[src/design/skv_pkg.sv]
// skv_pkg: shared types and constants for the sorted key/value table
// used by the interfaces, controller, datapath and top level
`default_nettype none

package skv_pkg;

    localparam int KEY_W = 64;
    localparam int VAL_W = 64;
    localparam int CAP_W = 7;
    localparam int CNT_W = 7;

    localparam logic [CAP_W-1:0] CAP_RESET = 7'd64;

    localparam logic KIND_INSERT = 1'b0;
    localparam logic KIND_LOOKUP = 1'b1;

    typedef enum logic [2:0] {
        ST_OK       = 3'd0,
        ST_TYPE     = 3'd1,
        ST_CONFLICT = 3'd2,
        ST_FULL     = 3'd3,
        ST_NOTFOUND = 3'd4
    } t_status;

    typedef struct packed {
        logic    load;
        logic    idx_clr;
        logic    idx_inc;
        logic    idx_dec;
        logic    idx_top;
        logic    pos_save;
        logic    wr_shift;
        logic    wr_new;
        logic    fill_inc;
        logic    res_load;
        logic    found_sel;
        t_status status;
    } t_cmd;

    typedef struct packed {
        logic kind;
        logic key_ok;
        logic val_ok;
        logic lt_n;
        logic key_eq;
        logic key_gt;
        logic val_eq;
        logic full;
        logic at_pos;
        logic out_free;
    } t_sts;

endpackage

`default_nettype wire

[src/design/skv_ctrl.sv]
// skv_ctrl: controller state machine of the sorted key/value table
// drives datapath commands from datapath status; depends on skv_pkg
`default_nettype none

module skv_ctrl import skv_pkg::*; (
    input  logic i_clk,
    input  logic i_rst_n,
    input  logic i_in_valid,
    output logic o_in_ready,
    input  t_sts i_sts,
    output t_cmd o_cmd
);

    typedef enum logic [1:0] {
        S_IDLE,
        S_SRCH,
        S_SHIFT,
        S_PLACE
    } t_state;

    t_state r_state;
    t_state n_state;
    logic   type_bad;

    assign o_in_ready = (r_state == S_IDLE);

    always_comb begin
        if (i_sts.kind == KIND_INSERT) begin
            type_bad = !(i_sts.key_ok && i_sts.val_ok);
        end else begin
            type_bad = !i_sts.key_ok;
        end
    end

    always_comb begin
        o_cmd   = '0;
        n_state = r_state;
        unique case (r_state)
            S_IDLE: begin
                if (i_in_valid) begin
                    o_cmd.load    = 1'b1;
                    o_cmd.idx_clr = 1'b1;
                    n_state       = S_SRCH;
                end
            end
            S_SRCH: begin
                priority if (type_bad) begin
                    if (i_sts.out_free) begin
                        o_cmd.res_load = 1'b1;
                        o_cmd.status   = ST_TYPE;
                        n_state        = S_IDLE;
                    end
                end else if (i_sts.kind == KIND_LOOKUP) begin
                    priority if (!i_sts.lt_n || i_sts.key_gt) begin
                        if (i_sts.out_free) begin
                            o_cmd.res_load = 1'b1;
                            o_cmd.status   = ST_NOTFOUND;
                            n_state        = S_IDLE;
                        end
                    end else if (i_sts.key_eq) begin
                        if (i_sts.out_free) begin
                            o_cmd.res_load  = 1'b1;
                            o_cmd.found_sel = 1'b1;
                            o_cmd.status    = ST_OK;
                            n_state         = S_IDLE;
                        end
                    end else begin
                        o_cmd.idx_inc = 1'b1;
                    end
                end else begin
                    priority if (i_sts.lt_n && !i_sts.key_eq && !i_sts.key_gt) begin
                        o_cmd.idx_inc = 1'b1;
                    end else if (i_sts.lt_n && i_sts.key_eq) begin
                        if (i_sts.out_free) begin
                            o_cmd.res_load = 1'b1;
                            o_cmd.status   = i_sts.val_eq ? ST_OK : ST_CONFLICT;
                            n_state        = S_IDLE;
                        end
                    end else if (i_sts.full) begin
                        if (i_sts.out_free) begin
                            o_cmd.res_load = 1'b1;
                            o_cmd.status   = ST_FULL;
                            n_state        = S_IDLE;
                        end
                    end else if (!i_sts.lt_n) begin
                        o_cmd.pos_save = 1'b1;
                        n_state        = S_PLACE;
                    end else begin
                        o_cmd.pos_save = 1'b1;
                        o_cmd.idx_top  = 1'b1;
                        n_state        = S_SHIFT;
                    end
                end
            end
            S_SHIFT: begin
                o_cmd.wr_shift = 1'b1;
                if (i_sts.at_pos) begin
                    n_state = S_PLACE;
                end else begin
                    o_cmd.idx_dec = 1'b1;
                end
            end
            S_PLACE: begin
                if (i_sts.out_free) begin
                    o_cmd.wr_new   = 1'b1;
                    o_cmd.fill_inc = 1'b1;
                    o_cmd.res_load = 1'b1;
                    o_cmd.status   = ST_OK;
                    n_state        = S_IDLE;
                end
            end
            default: begin
                n_state = S_IDLE;
            end
        endcase
    end

    always_ff @(posedge i_clk) begin
        if (!i_rst_n) begin
            r_state <= S_IDLE;
        end else begin
            r_state <= n_state;
        end
    end

endmodule

`default_nettype wire

[config.mk]
export PLATFORM = sky130hd
export DESIGN_NAME = skv_ctrl
export DESIGN_NICKNAME = d
export VERILOG_FILES = /design/src/design/skv_pkg.sv /design/src/design/skv_ctrl.sv
export SDC_FILE = /design/constraint.sdc
export NUM_CORES = 1
export LEC_CHECK = 0
export BUFFER_PORTS_ARGS = -buffer_cell sky130_fd_sc_hd__buf_4
export CORE_AREA = 5 5 42 44
export CTS_CLUSTER_SIZE = 10
export DETAILED_ROUTE_END_ITERATION = 6
export DIE_AREA = 0 0 47 49
export HOLD_SLACK_MARGIN = 0.08
export MAX_ROUTING_LAYER = met4
export PLACE_DENSITY = 0.63
export SYNTH_ARGS = -nofsm -noshare
export SYNTH_HDL_FRONTEND = slang
export SYNTH_SLANG_ARGS = --single-unit
[constraint.sdc]
create_clock -name i_clk -period 1.72 [get_ports i_clk]
set_clock_uncertainty 0.05 [all_clocks]
set_input_delay 0.258 -clock i_clk [delete_from_list [all_inputs] [get_ports i_clk]]
set_output_delay 0.258 -clock i_clk [all_outputs]
set_load 0.05 [all_outputs]
# Yosys cells after proc, flatten, opt, wreduce, memory -nomap -nowiden
# Index checks and enable logic that the tools add are counted.
totals:
  mem_bits_ro: 0
  mem_count: 0
  latchBits: 0
  inputBits: 13
  ff_bits: 2
  elab_cells: 79
  ram_bits: 0
op_classes:
  add_sub_neg: 0
  n_mux: 59
  bitwise: 0
  div_mod_pow: 0
  order_cmp: 0
  multipliers: 0
  eq_ne: 7
  reduce_logical: 12
  shifts: 0
ops:
  columns: ["operator", "n"]
  rows:
  - ["two-way mux 2 bit", 23]
  - ["two-way mux 1 bit", 24]
  - ["two-way mux 3 bit", 8]
  - ["two-way mux 5 bit", 2]
  - ["one-hot mux 2 bit (4 select lines)", 1]
  - ["zero test 1 bit", 5]
  - ["!= test 5 bit, second input constant", 1]
  - ["equality test 2 bit, second input constant", 2]
  - ["logical AND 1 bit", 4]
  - ["!= test 2 bit, second input constant", 2]
  - ["!= test 4 bit, second input constant", 1]
  - ["AND reduction 4 bit", 1]
  - ["equality test 2 x 1 -> 1 bit, second input constant", 1]
  - ["zero test 2 bit", 1]
  - ["one-hot mux 1 bit (2 select lines)", 1]
  - ["logical OR 1 bit", 1]

# Depth between registers and ports, before layout
logic_depth:
  word_depth: 7
  ltp_mapped: 4
  depth_no_buf: 4

# Worst setup path before layout
# Ideal clock, no wire load.
synth_timing:
  path_type: "reg2out"
  start: "reg r_state[1]"
  end: "out o_cmd[11] in the netlist's numbering"
  path_stages_with_launch: 3
  t_arrival_ps: 2076
  setup_slack_ps: -664
  cell_sequence: "dfxtp_1 > nand2b_1 > nor4_1"
synth_rtl:
  columns: ["item", "line", "text"]
  rows:
  - ["start: declaration", "skv_ctrl.sv:21", "t_state r_state;"]
  - ["start signal: assignment", "skv_ctrl.sv:122", "r_state <= n_state;"]
  - ["end: declaration", "skv_ctrl.sv:11", "output t_cmd o_cmd"]

==> key figures <==
Status
  – Outcome: finished, final reports clean

Synth
  – Yosys top cell by area: dfxtp_1
  – Area fraction of the dominant cell type after synthesis: 0.137
  – FF+latch count, synth: 2
  – XOR/XNOR share of the synthesized area: 0
  – Post-Synth Simple-Gate Area: 0.438
  – Mapped Nets: 56
  – Register area share after synthesis: 0.137
  – Post-synth cell types: 23
  – Adder-cell area share of the yosys netlist: 0
  – Combinational family with the most area after synthesis: simple AND/OR/NAND/NOR gates
  – Largest cells by area after synthesis: dfxtp_1 14%, nor2b_1 11%, o21ai_0 6.9%
  – Compound-cell area share of the yosys netlist: 0.348
  – Mapped Area: ~290 sq um
  – Mapped Cells: 43
  – Post-synthesis mux area share: 0
  – Synth warn: 0
  – Synth Area per Inst: 6.78 sq um

Power
  – Worst VDD drop: 337 uV
  – Overall power: approximately 300 uW
  – Sequential fraction of design power: 0.176
  – Sw Pwr: 113 uW
  – Sw frac: 0.386
  – Clock power share: 0.353
  – PD cells: 484 mW/mm^2
  – Internal power: around 180 uW
  – Pleak: 0.000263 uW
  – Combinational Power Share: 0.471

Clock network
  – Clock Latency Late Sink: 0.22 ns
  – Clk buf depth: 2
  – CTS root buf: clkbuf_4
  – CTS tree: yes
  – Clk slew on worst S/H paths: 0.03 ns
  – Num CTS Buffers: 3
  – H-tree depth: 1
  – Clock sinks: 2
  – Post-CTS setup repair buffer count: 0

Setup path
  – Worst path bufs/invs: 3
  – R2r setup slk: 0.47 ns
  – Critical Path Source Type: primary input
  – Critical Path RT: 1.41 ns
  – Max stage delay on crit path: 0.37 ns
  – Critical path arrival: between 1 and 1.5 ns
  – Endpoint class of the critical path: output port
  – Worst Path Max Fanout: 5
  – WP depth: 5
  – Critical path type: in -> out
  – CP cell instances: buf_4 > inv_4 > or3_4 > a2111oi_4 > buf_6
  – Worst path top cell family by delay: simple AND/OR/NAND/NOR gates
  – CP max stage cell: or3_4
  – Reg2Reg Depth: 3

Job
  – Total of max-cap violations: 0

Finish
  – Area grow syn2layout: 108%
  – Largest register FFs: 2
  – Post-Layout Inst Area: roughly 610 sq um
  – Layout Utilization: 0.432
  – Ant diodes: 0
  – Top reg by flops: r_state
  – Layout cell share with drive strength beyond 1: 0.644
  – Finished Layout Cells: 89
  – Largest regs: r_state x2
  – Layout Nets: 88
  – Leading cell type in the layout, fill and taps excluded: buf_4
  – Most frequent cells in the layout: 28 x buf_4, 3 x o21ai_0, 3 x nand2_1, 3 x clkbuf_4

Floorplan
  – Die Span Y: 49 um
  – Die span in x: 47 um
  – I/O pin cnt: 28
  – Row cnt: 14
  – Initial core utilization: 0.208
  – Total core area: 0.00140 sq mm
  – Die area: approximately 0.0023 sq mm

Route
  – Routed Antenna Nets: 0
  – Via-to-Cell Ratio: between 4 and 5
  – Drt total wl: about 1100 um
  – Drt pass-1 iters: 3
  – DR iter-0 viols: 2
  – Vias: 436
  – Residual DRC: 0
  – WL/cell: 12.4 um

GRT
  – Largest net degree at the start of global routing: 10
  – Number of global-route vias before repair: 498
  – Total track usage: 0.117
  – Grt ovf: 0
  – Global-route wire length before repair: 1990 um
  – Initial antenna violation count: 0

Placed design
  – DP Cell Count: 86
  – IO Port Bufs: 27
  – Hpwl dp: 919 um
  – GPL Wtd Cong: approximately 0.7
  – Area after DPL: 573 sq um

Worst hold path
  – Hold Path Depth: 2
  – Worst Hold Class: in -> reg

Timing
  – Max-slew headroom: 0.735
  – Unrepaired setup endpoints after global routing: no
  – Minimum clock period: 1.66 ns
  – Fin crit share: 0.965
  – Max-slew violation count: 0
  – Worst Max-Slew Pin Slew: 0.387 ns
  – Setup TNS: 0 ns
  – # setup viols final: 0
  – Hold Vio Cnt, Final: 0
  – Fmax: approximately 600 MHz
==> kinds of logic after synthesis <==
| logic type | count (synthesis) |
|---|---|
| AOI/OAI and AO/OA | 15 |
| DFF | 2 |
| buffers and inverters | 4 |
| and+or+nand+nor | 22 |
==> Yosys cell counts <==
master / count
nor2b_1: 5
o21ai_0: 4
a21oi_1: 3
nand2_1: 3
nor3_1: 3
a211oi_1: 2
and2_1: 2
buf_4: 2
dfxtp_1: 2
inv_2: 2
nand2b_1: 2
nor2_1: 2
a2111oi_0: 1
a2111oi_2: 1
a21o_1: 1
and3_1: 1
and4bb_1: 1
nand4_1: 1
nor4_1: 1
o21a_1: 1
o21ai_1: 1
o31ai_1: 1
or3_1: 1
==> per-layer routing <==
metal | vias to the layer above | part of all wire | global-route usage
met1 | 196 | 0.39 | 0.118
li1 | 220 | - | -
met5 | - | 0 | -
met2 | 20 | 0.53 | 0.195
met3 | 0 | 0.083 | 0.0406
met4 | 0 | 0 | 0.0507
==> path summary, 6_finish.rpt <==
check,endpoint,start
setup / recovery,o_cmd[1],i_sts[6]
hold / removal,r_state[1],i_rst_n
setup reg to reg,r_state[0],r_state[1]
hold reg to reg,r_state[0],r_state[1]
==> metrics by stage <==
step	hold WS, ns	setup WS, ns
after floorplan	0.325	-0.169
after global placement	0.427	0.0514
after detailed placement	0.425	0.0377
after CTS	0.194	0.0234
after global routing	0.179	0.0135
final	0.200	0.0602
==> worst register-to-register path, cell delays in order, from the launching register on <==
cell and delay [ns]:
dfxtp_2 0.36, nand2b_2 0.23, a2111oi_0 0.41, a211oi_1 0.08
==> power groups by stage <==
| stage | logic (uW) | registers, uW | clock network (uW) |
|---|---|---|---|
| 2_1_floorplan | 78.0 | 54.2 | 0 |
| 3_3_place_gp | 136 | 51.8 | 0 |
| 3_5_place_dp | 137 | 51.6 | 0 |
| 4_1_cts | 138 | 51.1 | 109 |
| 5_1_grt | 150 | 52.1 | 121 |
| 6_report | 138 | 51.6 | 104 |
==> repair_timing <==
item                       CTS  global route
setup endpoints to repair    0             4
hold buffers                 0             0
hold endpoints to repair     0             0
gates resized for setup      0             5
==> cell type report <==
| class | instances | area (sq um) |
|---|---|---|
| Clock buffer | 3 | 22.5 |
| Fill cell | 148 | 796 |
| Inverter | 2 | 10.0 |
| Multi-Input combinational cell | 37 | 290 |
| Sequential cell | 2 | 41.3 |
| Tap cell | 16 | 20.0 |
| Timing Repair Buffer | 29 | 221 |
Note: power is estimated with default switching activity, not from simulation.
